### src/hw/rtl/otbs_pkg.sv
package otbs_pkg;

    localparam int unsigned LEN_W      = 16;
    localparam int unsigned TRIM_W     = 8;
    localparam int unsigned STEP_W     = 7;
    localparam int unsigned DEV_W      = 14;

    localparam logic [LEN_W-1:0]  TARGET_RESET = 16'd2356;
    localparam logic [DEV_W-1:0]  DEV_INIT     = 14'd9999;
    localparam logic [STEP_W-1:0] FIRST_STEP   = 7'd64;
    localparam logic [TRIM_W-1:0] HIGH_BASE    = 8'd128;

    localparam logic KIND_START   = 1'b0;
    localparam logic KIND_MEASURE = 1'b1;

    typedef struct packed {
        logic             kind;
        logic [LEN_W-1:0] frame_length;
    } req_t;

    typedef struct packed {
        logic [TRIM_W-1:0] trim_value;
        logic              final_res;
    } res_t;

    typedef struct packed {
        logic              searching;
        logic [STEP_W-1:0] step_size;
    } status_t;

endpackage

### src/hw/rtl/otbs_in_stage.sv
module otbs_in_stage (
    input  logic          aclk,
    input  logic          aresetn,
    input  logic          s_valid,
    output logic          s_ready,
    input  otbs_pkg::req_t s_req,
    input  logic          advance,
    output logic          req_valid,
    output otbs_pkg::req_t req
);

    logic           valid_reg;
    logic           valid_next;
    otbs_pkg::req_t req_reg;

    assign s_ready   = !valid_reg || advance;
    assign req_valid = valid_reg;
    assign req       = req_reg;

    always_comb begin
        valid_next = valid_reg;
        if (s_ready) begin
            valid_next = s_valid;
        end
    end

    always_ff @(posedge aclk) begin
        if (!aresetn) begin
            valid_reg <= 1'b0;
        end else begin
            valid_reg <= valid_next;
        end
    end

    always_ff @(posedge aclk) begin
        if (s_valid && s_ready) begin
            req_reg <= s_req;
        end
    end

endmodule

### src/hw/rtl/otbs_search.sv
module otbs_search (
    input  logic                             aclk,
    input  logic                             aresetn,
    input  logic                             fire,
    input  otbs_pkg::req_t                   req,
    input  logic [otbs_pkg::LEN_W-1:0]       target_length,
    output otbs_pkg::res_t                   res,
    output otbs_pkg::status_t                status
);

    logic                          searching_reg, searching_next;
    logic                          region_reg, region_next;
    logic [otbs_pkg::STEP_W-1:0]   step_reg, step_next;
    logic [otbs_pkg::TRIM_W-1:0]   trial_reg, trial_next;
    logic [otbs_pkg::TRIM_W-1:0]   best_trim_reg, best_trim_next;
    logic [otbs_pkg::DEV_W-1:0]    best_dev_reg, best_dev_next;
    logic [otbs_pkg::LEN_W-1:0]    dev;
    logic                          below;
    logic [otbs_pkg::STEP_W-1:0]   half_step;

    assign below     = req.frame_length < target_length;
    assign dev       = below ? (target_length - req.frame_length)
                             : (req.frame_length - target_length);
    assign half_step = step_reg >> 1;

    assign status.searching = searching_reg;
    assign status.step_size = step_reg;

    always_comb begin
        searching_next = searching_reg;
        region_next    = region_reg;
        step_next      = step_reg;
        trial_next     = trial_reg;
        best_trim_next = best_trim_reg;
        best_dev_next  = best_dev_reg;
        res.trim_value = best_trim_reg;
        res.final_res  = 1'b1;
        if (req.kind == otbs_pkg::KIND_START) begin
            searching_next = 1'b1;
            region_next    = 1'b0;
            step_next      = otbs_pkg::FIRST_STEP;
            best_trim_next = '0;
            best_dev_next  = otbs_pkg::DEV_INIT;
            trial_next     = {1'b0, otbs_pkg::FIRST_STEP};
            res.trim_value = {1'b0, otbs_pkg::FIRST_STEP};
            res.final_res  = 1'b0;
        end else if (searching_reg) begin
            // best_dev never exceeds the initial 9999, so widening it is exact
            if (dev < {{(otbs_pkg::LEN_W-otbs_pkg::DEV_W){1'b0}}, best_dev_reg}) begin
                best_trim_next = trial_reg;
                best_dev_next  = dev[otbs_pkg::DEV_W-1:0];
            end
            if (half_step == '0) begin
                step_next = otbs_pkg::FIRST_STEP;
                if (!region_reg) begin
                    region_next    = 1'b1;
                    trial_next     = otbs_pkg::HIGH_BASE | {1'b0, otbs_pkg::FIRST_STEP};
                    res.trim_value = otbs_pkg::HIGH_BASE | {1'b0, otbs_pkg::FIRST_STEP};
                    res.final_res  = 1'b0;
                end else begin
                    searching_next = 1'b0;
                    res.trim_value = best_trim_next;
                    res.final_res  = 1'b1;
                end
            end else begin
                step_next = half_step;
                if (below) begin
                    trial_next = trial_reg + {1'b0, half_step};
                end else begin
                    trial_next = trial_reg - {1'b0, half_step};
                end
                res.trim_value = trial_next;
                res.final_res  = 1'b0;
            end
        end
    end

    always_ff @(posedge aclk) begin
        if (!aresetn) begin
            searching_reg <= 1'b0;
            region_reg    <= 1'b0;
            step_reg      <= otbs_pkg::FIRST_STEP;
            trial_reg     <= '0;
            best_trim_reg <= '0;
            best_dev_reg  <= otbs_pkg::DEV_INIT;
        end else if (fire) begin
            searching_reg <= searching_next;
            region_reg    <= region_next;
            step_reg      <= step_next;
            trial_reg     <= trial_next;
            best_trim_reg <= best_trim_next;
            best_dev_reg  <= best_dev_next;
        end
    end

endmodule

### src/hw/rtl/otbs_out_stage.sv
module otbs_out_stage (
    input  logic           aclk,
    input  logic           aresetn,
    input  logic           req_valid,
    input  otbs_pkg::res_t res,
    output logic           advance,
    output logic           m_valid,
    input  logic           m_ready,
    output otbs_pkg::res_t m_res
);

    logic           valid_reg;
    logic           valid_next;
    otbs_pkg::res_t res_reg;

    assign advance = req_valid && (!valid_reg || m_ready);
    assign m_valid = valid_reg;
    assign m_res   = res_reg;

    always_comb begin
        valid_next = valid_reg;
        if (!valid_reg || m_ready) begin
            valid_next = req_valid;
        end
    end

    always_ff @(posedge aclk) begin
        if (!aresetn) begin
            valid_reg <= 1'b0;
        end else begin
            valid_reg <= valid_next;
        end
    end

    always_ff @(posedge aclk) begin
        if (advance) begin
            res_reg <= res;
        end
    end

endmodule

### src/hw/rtl/oscillator_trim_binary_search_top.sv
// Successive-approximation oscillator trim search. A start request (kind 0)
// returns the first trial trim; each measurement request (kind 1) carrying the
// frame length seen for the last trim returns the next trial, and after fourteen
// measurements the best trim flagged final. Measurements while idle return the
// best trim again, flagged final. Exactly one result per request. One request is
// taken every cycle while the result register is free or being read; each request
// passes an input register and then the result register, with the search state
// updated as its result is registered. target_length must be written while idle.
module oscillator_trim_binary_search_top (
    input  logic                              aclk,
    input  logic                              aresetn,
    input  logic                              cfg_wr_en,
    input  logic [otbs_pkg::LEN_W-1:0]        cfg_wr_data,
    input  logic                              s_valid,
    output logic                              s_ready,
    input  logic                              s_kind,
    input  logic [otbs_pkg::LEN_W-1:0]        s_frame_length,
    output logic                              m_valid,
    input  logic                              m_ready,
    output logic [otbs_pkg::TRIM_W-1:0]       m_trim_value,
    output logic                              m_final_res
);

    logic [otbs_pkg::LEN_W-1:0] target_reg;
    otbs_pkg::req_t             s_req;
    otbs_pkg::req_t             req;
    otbs_pkg::res_t             res;
    otbs_pkg::res_t             m_res;
    otbs_pkg::status_t          status;
    logic                       req_valid;
    logic                       advance;

    always_ff @(posedge aclk) begin
        if (!aresetn) begin
            target_reg <= otbs_pkg::TARGET_RESET;
        end else if (cfg_wr_en) begin
            target_reg <= cfg_wr_data;
        end
    end

    assign s_req.kind         = s_kind;
    assign s_req.frame_length = s_frame_length;

    otbs_in_stage u_in (
        .aclk      (aclk),
        .aresetn   (aresetn),
        .s_valid   (s_valid),
        .s_ready   (s_ready),
        .s_req     (s_req),
        .advance   (advance),
        .req_valid (req_valid),
        .req       (req)
    );

    otbs_search u_search (
        .aclk          (aclk),
        .aresetn       (aresetn),
        .fire          (advance),
        .req           (req),
        .target_length (target_reg),
        .res           (res),
        .status        (status)
    );

    otbs_out_stage u_out (
        .aclk      (aclk),
        .aresetn   (aresetn),
        .req_valid (req_valid),
        .res       (res),
        .advance   (advance),
        .m_valid   (m_valid),
        .m_ready   (m_ready),
        .m_res     (m_res)
    );

    assign m_trim_value = m_res.trim_value;
    assign m_final_res  = m_res.final_res;

    // a held request always moves on once the result register is free
    a_advance: assert property (@(posedge aclk) disable iff (!aresetn)
        req_valid && !m_valid |-> advance)
        else $error("held request not advanced into free result register");

    // a final result closes the search
    a_final_idle: assert property (@(posedge aclk) disable iff (!aresetn)
        advance && res.final_res |=> !status.searching)
        else $error("search still running after final result");

    // step size is always a single power of two
    a_step_onehot: assert property (@(posedge aclk) disable iff (!aresetn)
        $onehot(status.step_size))
        else $error("step size not a power of two");

    // a start request always yields a non-final trial
    a_start_trial: assert property (@(posedge aclk) disable iff (!aresetn)
        advance && req.kind == otbs_pkg::KIND_START |=> m_valid && !m_final_res)
        else $error("start request did not give a trial trim");

endmodule

### config.mk
export PLATFORM = sky130hd
export DESIGN_NAME = oscillator_trim_binary_search_top
export DESIGN_NICKNAME = d
export VERILOG_FILES = /design/src/hw/rtl/otbs_pkg.sv /design/src/hw/rtl/otbs_in_stage.sv /design/src/hw/rtl/otbs_search.sv /design/src/hw/rtl/otbs_out_stage.sv /design/src/hw/rtl/oscillator_trim_binary_search_top.sv
export SDC_FILE = /design/constraint.sdc
export NUM_CORES = 1
export LEC_CHECK = 0
export ABC_AREA = 1
export BUFFER_PORTS_ARGS = -buffer_cell sky130_fd_sc_hd__clkbuf_2
export CORE_ASPECT_RATIO = 1.1
export CORE_MARGIN = 3
export CORE_UTILIZATION = 45
export CTS_BUF_LIST = sky130_fd_sc_hd__clkbuf_16
export DETAILED_ROUTE_END_ITERATION = 6
export GPL_ROUTABILITY_DRIVEN = 1
export PLACE_DENSITY = 0.63
export SYNTH_ARGS = -nofsm -noshare
export SYNTH_HDL_FRONTEND = slang
export SYNTH_SLANG_ARGS = --single-unit
### constraint.sdc
create_clock -name aclk -period 4.6 [get_ports aclk]
set_input_delay 0.92 -clock aclk [delete_from_list [all_inputs] [get_ports aclk]]
set_output_delay 0.92 -clock aclk [all_outputs]
set_load 0.02 [all_outputs]
==> impl_metrics.py, run 1 <==
metrics = {
    "yosys": {
        "async_flop_share_pct": 0,
        "avgSynthCellArea_um2": 6.88,
        "synth.most_common_cell": "nand2_1",
        "synth.area.top_cells": "dfxtp_1, nand2_1, edfxtp_1, ha_1, inv_1",
        "synth-seq-cells": 82,
        "ys_seq_area_share_pct": 32.3,
        "synth_top_area_cell": "dfxtp_1",
        "synth_edf_count": 26,
        "synth_top_cell_area_share_pct": 19.0,
        "syn_inst": 856,
        "yosysWarnings": 0,
        "netlist_area_um2": 5890,
        "syn_nets": 949,
        "ys.flop_type": "dfxtp_1",
        "synth_common_cells": "nand2_1, inv_1, a21oi_1, dfxtp_1, nand3_1",
        "ys_types": 38,
    },
    "global_routing": {
        "antenna_found_initial": 0,
        "grt_pass1_wl_um": 24300,
        "gr-usage-all-layers_pct": 21.1,
        "grt_pass1_vias": 5182,
        "grt_max_degree": 37,
        "grt_overflow": 0,
    },
    "clocking": {
        "clkSinkCount": 82,
        "cts_made_buffers": 9,
        "clock_latency_ns": 0.35,
        "cts_hold_buf": 0,
        "clock-root-buffer": "clkbuf_16",
        "clk_pin_slew_ns": 0.06,
        "clockBufferDepth": 2,
        "cts_tree": "yes",
        "h-tree-depth": 3,
        "postCtsSetupBuffers": 0,
        "ctsResizeCount": 0,
    },
    "timing": {
        "rsz0062_at_grt": "no",
        "final.period_utilization_pct": 88.5,
        "finalSetupViolCount": 0,
        "hold_viol": 0,
        "tns_ns": 0,
        "hold_ws_ns": 0.468,
        "fin_crit_ns": 4.07,
        "slew_violations": 0,
        "fin_skew_ns": 0.0105,
        "fmax_mhz": 246,
        "slew_headroom_pct": 47.4,
        "tightest_slew_ns": 0.788,
    },
    "finish": {
        "antennaDiodeCount": 0,
        "area_delta_synth_final_pct": 11.6,
        "drive_gt1_share_pct": 12.3,
        "fill_cells": 1318,
        "final_nets": 994,
        "largest_register_ffs": 17,
    },
    "drt": {
        "wl_um": 14300,
        "drt-met1-wl_um": 6250,
        "wl_met2_um": 7060,
        "dr_wl_met3_um": 445,
        "drt-initial-drc-count": 391,
        "dr.pass1.iters": 4,
        "viasPerCell": 5.02,
        "drc": 0,
        "top_layer": "met4",
        "route.vias.total": 5335,
        "drtAntennaViolNets": 0,
        "wl_per_cell_um": 13.5,
    },
    "power": {
        "power.ir.vdd_worst_mv": 0.187,
        "p_per_area_nw_per_um2": 326,
        "leakage_nw": 3.24,
    },
    "floorplanning": {
        "io_pins": 49,
        "die_h_um": 126,
        "die_area_um2": 14500,
        "start_util_pct": 46.4,
        "die_w_um": 115,
        "num_rows": 43,
        "core_um2": 12700,
    },
    "worst_setup_path": {
        "required_ns": 4.82,
        "cp.arrival_ns": 4.29,
        "worstSetupEndpointType": "flop",
        "timing.critical_path.mode_cell": "nand2_1",
        "cp_slowest_cell": "fa_1",
        "path_max_fanout": 25,
        "rr_worst_depth": 25,
        "slowest_delay_ns": 0.42,
        "crit_cells": 25,
        "critPathTopFamily": "simple AND/OR/NAND/NOR gates",
        "start_kind": "flop",
        "crit_buf_inv": 3,
        "worstSetupPathType": "reg -> reg",
    },
    "status": {
        "status": "completed",
    },
    "run": {
        "maxCapViolations": 0,
    },
    "placement": {
        "place_congestion": 0.901,
        "io_buffer_count": 48,
        "hpwl_um": 11200,
    },
    "hold_path": {
        "whs_path_depth": 2,
        "min_path_type": "reg -> reg",
    },
}
-- layout by cell type (no fill, tap or decap), types with 10 or more instances in the layout --
cell type,netlist,final
nand2_1,242,242
ha_1,52,52
a21oi_1,85,85
o21ai_0,39,39
nand3_1,55,55
edfxtp_1,26,26
dfxtp_1,56,56
inv_2,11,11
clkbuf_2,0,48
nor2_1,41,41
inv_1,139,140
xor2_1,18,18
nand2_2,15,15
nand4_1,10,10
-- final cells by class --
class | instances | area (um2) | area share, %
clock buffer | 9 | 225 | 3.43
clock inverter | 7 | 70.1 | 1.07
inverter | 152 | 571 | 8.69
multi-input combinational | 602 | 3320 | 50.5
sequential | 82 | 1900 | 29.0
tap | 157 | 196 | 2.99
timing repair buffer | 54 | 285 | 4.34
-- worst register-to-register path: stages, from the launching register on --
cell and delay (ns):
edfxtp_1 0.38, inv_1 0.07, ha_1 0.13, inv_1 0.05
fa_1 0.42, nand3_1 0.09, nand3_1 0.14, nand2_1 0.12
nand2_1 0.07, nand2_2 0.09, nand2_4 0.16, o21ai_0 0.24
xor2_1 0.16, inv_1 0.08, ha_1 0.29, a21oi_1 0.15
o21a_1 0.14, nand2_1 0.06, nand2_1 0.05, nand2_1 0.04
nand2_1 0.26, nand4_4 0.25, nand2_4 0.18, nand2_4 0.16
nand2_1 0.10, a21oi_1 0.05
-- worst paths after layout --
path | endpoint | from | slack [ns]
max | u_search.best_dev_reg[4] | u_in.req[0] | 0.53
min | u_search.best_dev_reg[5] | u_search.best_dev_reg[5] | 0.47
max reg2reg | u_search.best_dev_reg[4] | u_in.req[0] | 0.53
min reg2reg | u_search.best_dev_reg[5] | u_search.best_dev_reg[5] | 0.47
-- power breakdown --
group	internal [mW]	switching, mW
Sequential	0.779	0.0172
Combinational	0.210	0.405
Clock	0.420	0.312
-- cell families (layout without fill, tap and decap cells) --
family,after synthesis,in the layout,share of synthesized area (%)
and+or+nand+nor,384,384,28.2
xor gates and xnor gates,21,21,3.12
adders and majority gates,55,55,12.1
buffers and inverters,172,222,11.3
AOI/OAI and AO/OA,142,142,12.9
DFF,82,82,32.3
-- per-layer routing --
layer,vias up,track usage (%)
li1,2822,-
met1,2384,24.9
met2,100,36.6
met3,29,3.46
met4,0,10.4
met5,-,0
-- through the flow --
step | instance area, um2 | setup slack (ns) | util (%) | cells | total power, mW
after floorplan | 5890 | 0.894 | - | 856 | 1.28
after global placement | 6270 | 0.527 | 49.4 | 1047 | 1.43
after detailed placement | 6270 | 0.491 | 49.4 | 1047 | 1.43
after CTS | 6570 | 0.482 | 51.7 | 1063 | 2.16
after global routing | 6570 | 0.0746 | 51.7 | 1063 | 2.29
final | 6570 | 0.529 | 51.7 | 1063 | 2.14
No activity file was read; power rests on OpenSTA's default activity.
==> run 2: changes to the inputs <==
--- a/config.mk
+++ b/config.mk
@@ -6,14 +6,15 @@
 export NUM_CORES = 1
 export LEC_CHECK = 0
 export ABC_AREA = 1
-export BUFFER_PORTS_ARGS = -buffer_cell sky130_fd_sc_hd__clkbuf_2
 export CORE_ASPECT_RATIO = 1.1
 export CORE_MARGIN = 3
 export CORE_UTILIZATION = 45
 export CTS_BUF_LIST = sky130_fd_sc_hd__clkbuf_16
 export DETAILED_ROUTE_END_ITERATION = 6
+export DONT_BUFFER_PORTS = 1
 export GPL_ROUTABILITY_DRIVEN = 1
-export PLACE_DENSITY = 0.63
+export PLACE_DENSITY = 0.6
+export SKIP_LAST_GASP = 1
 export SYNTH_ARGS = -nofsm -noshare
 export SYNTH_HDL_FRONTEND = slang
 export SYNTH_SLANG_ARGS = --single-unit
==> run 2 against run 1 <==
Global-route usage rose by 0.85 points. Sequential share of layout area rose by 1.1 points. Non-clock buffer count fell by 51. Register-to-register slack got worse by 0.09 ns. First-iteration DRC count fell by 27%. Die area did not move.
==> impl_metrics.py, run 2 (synthesized netlist as in run 1, its figures left out) <==
metrics = {
    "status": {
        "status": "completed",
    },
    "timing": {
        "finalSetupViolCount": 0,
        "fmax_mhz": 240,
        "tightest_slew_ns": 0.798,
        "slew_headroom_pct": 46.8,
        "hold_viol": 0,
        "fin_skew_ns": 0.0145,
        "tns_ns": 0,
        "fin_crit_ns": 4.16,
        "layout_setup_ws_ns": 0.440,
        "final.period_utilization_pct": 90.4,
        "rsz0062_at_grt": "no",
        "hold_ws_ns": 0.467,
        "slew_violations": 0,
    },
    "worst_setup_path": {
        "cp.arrival_ns": 4.36,
        "worstSetupEndpointType": "flop",
        "worstSetupPathType": "reg -> reg",
        "required_ns": 4.80,
        "path_max_fanout": 25,
        "start_kind": "flop",
    },
    "drt": {
        "drtAntennaViolNets": 0,
        "drc": 0,
        "wl_um": 15500,
        "viasPerCell": 5.19,
        "wl_per_cell_um": 15.3,
        "drt-initial-drc-count": 287,
        "dr.pass1.iters": 7,
        "route.vias.total": 5248,
    },
    "clocking": {
        "cts_made_buffers": 9,
        "clkSinkCount": 82,
        "cts_tree": "yes",
        "clock-root-buffer": "clkbuf_16",
        "cts_hold_buf": 0,
        "clock_latency_ns": 0.35,
        "clockBufferDepth": 2,
        "h-tree-depth": 3,
        "ctsResizeCount": 0,
        "postCtsSetupBuffers": 0,
        "clk_pin_slew_ns": 0.06,
    },
    "placement": {
        "place_congestion": 0.918,
        "hpwl_um": 12200,
        "dp_cells": 996,
        "io_buffer_count": 0,
        "post-place-ws_ns": 0.290,
    },
    "power": {
        "pwr-share-seq_pct": 37.3,
        "p_per_area_nw_per_um2": 342,
        "switchingPower_uw": 720,
        "intPower_mw": 1.44,
        "clkPwrFrac_pct": 35.2,
        "comb_power_share_pct": 27.5,
        "power_mw": 2.16,
        "p_sw_share_pct": 33.3,
        "power.ir.vdd_worst_mv": 0.151,
        "leakage_nw": 3.04,
    },
    "run": {
        "maxCapViolations": 0,
    },
    "finish": {
        "final_nets": 943,
        "area_delta_synth_final_pct": 7.44,
        "fin_cells": 1012,
        "antennaDiodeCount": 0,
        "largest_register_ffs": 17,
        "final_cell_mix": "nand2_1, inv_1, a21oi_1",
        "drive_gt1_share_pct": 7.02,
        "layout_commonest_cell": "nand2_1",
    },
    "floorplanning": {
        "num_rows": 43,
        "die_h_um": 126,
        "core_um2": 12700,
        "io_pins": 49,
        "die_area_um2": 14500,
        "die_w_um": 115,
        "start_util_pct": 46.4,
    },
    "global_routing": {
        "antenna_found_initial": 0,
        "grt_pass1_wl_um": 25000,
        "grt_pass1_vias": 5172,
        "gr-usage-all-layers_pct": 22.0,
        "grt_overflow": 0,
        "grt_max_degree": 37,
    },
    "hold_path": {
        "min_path_type": "reg -> reg",
    },
}
==> run 2: power groups by stage <==
| stage | Combinational (mW) | Clock (mW) | Sequential, mW |
|---|---|---|---|
| after global routing | 0.683 | 0.812 | 0.811 |
| after detailed placement | 0.597 | 0 | 0.823 |
| after floorplan | 0.466 | 0 | 0.814 |
| after global placement | 0.592 | 0 | 0.822 |
| after CTS | 0.601 | 0.774 | 0.807 |
| final | 0.595 | 0.761 | 0.807 |
==> run 2: per-stage QoR <==
step           instance area (um2)  utilization, %
2_1_floorplan                 5890               -
3_3_place_gp                  6010            47.3
3_5_place_dp                  6010            47.3
4_1_cts                       6320            49.8
5_1_grt                       6320            49.8
6_report                      6320            49.8
==> run 2: layer usage <==
metal | up-vias | global-route usage, % | part of all wire [%]
met5 | - | 0 | 0
met4 | 0 | 7.73 | 2.6
met3 | 26 | 4.42 | 3.8
met2 | 115 | 39.6 | 52
met1 | 2394 | 25.4 | 42
li1 | 2713 | - | -
==> run 2: critical path: stages, from the launching register on <==
cell and delay [ns]:
edfxtp_1 0.40, ha_1 0.43, nand2_1 0.10, inv_2 0.10
nand2_1 0.09, nor3_1 0.25, nand2_2 0.13, nand2_4 0.24
clkinv_2 0.29, nand2_1 0.11, and2_1 0.13, xor2_1 0.14
inv_1 0.07, ha_1 0.27, nand2_1 0.06, nor2_1 0.04
nand2_1 0.05, nand2_1 0.06, nand2_1 0.06, nand2_1 0.05
nand2_2 0.17, nand4_4 0.24, nand2_4 0.19, nand2_4 0.16
nand2_1 0.10, a21oi_1 0.06
==> run 2: cell type report <==
cell class | count | area (um2)
Clock buffer | 9 | 225
Clock inverter | 7 | 86.3
Fill cell | 1278 | 6370
Inverter | 152 | 572
Multi-Input combinational cell | 602 | 3320
Sequential cell | 82 | 1900
Tap cell | 157 | 196
Timing Repair Buffer | 3 | 22.5
==> run 2: final timing paths <==
kind	slack, ns	start	cells after the start	to
min reg2reg	0.47	target_reg[15]	2	target_reg[15]
max	0.44	u_in.req[8]	25	u_search.best_dev_reg[4]
min	0.47	target_reg[15]	2	target_reg[15]
max reg2reg	0.44	u_in.req[8]	25	u_search.best_dev_reg[4]
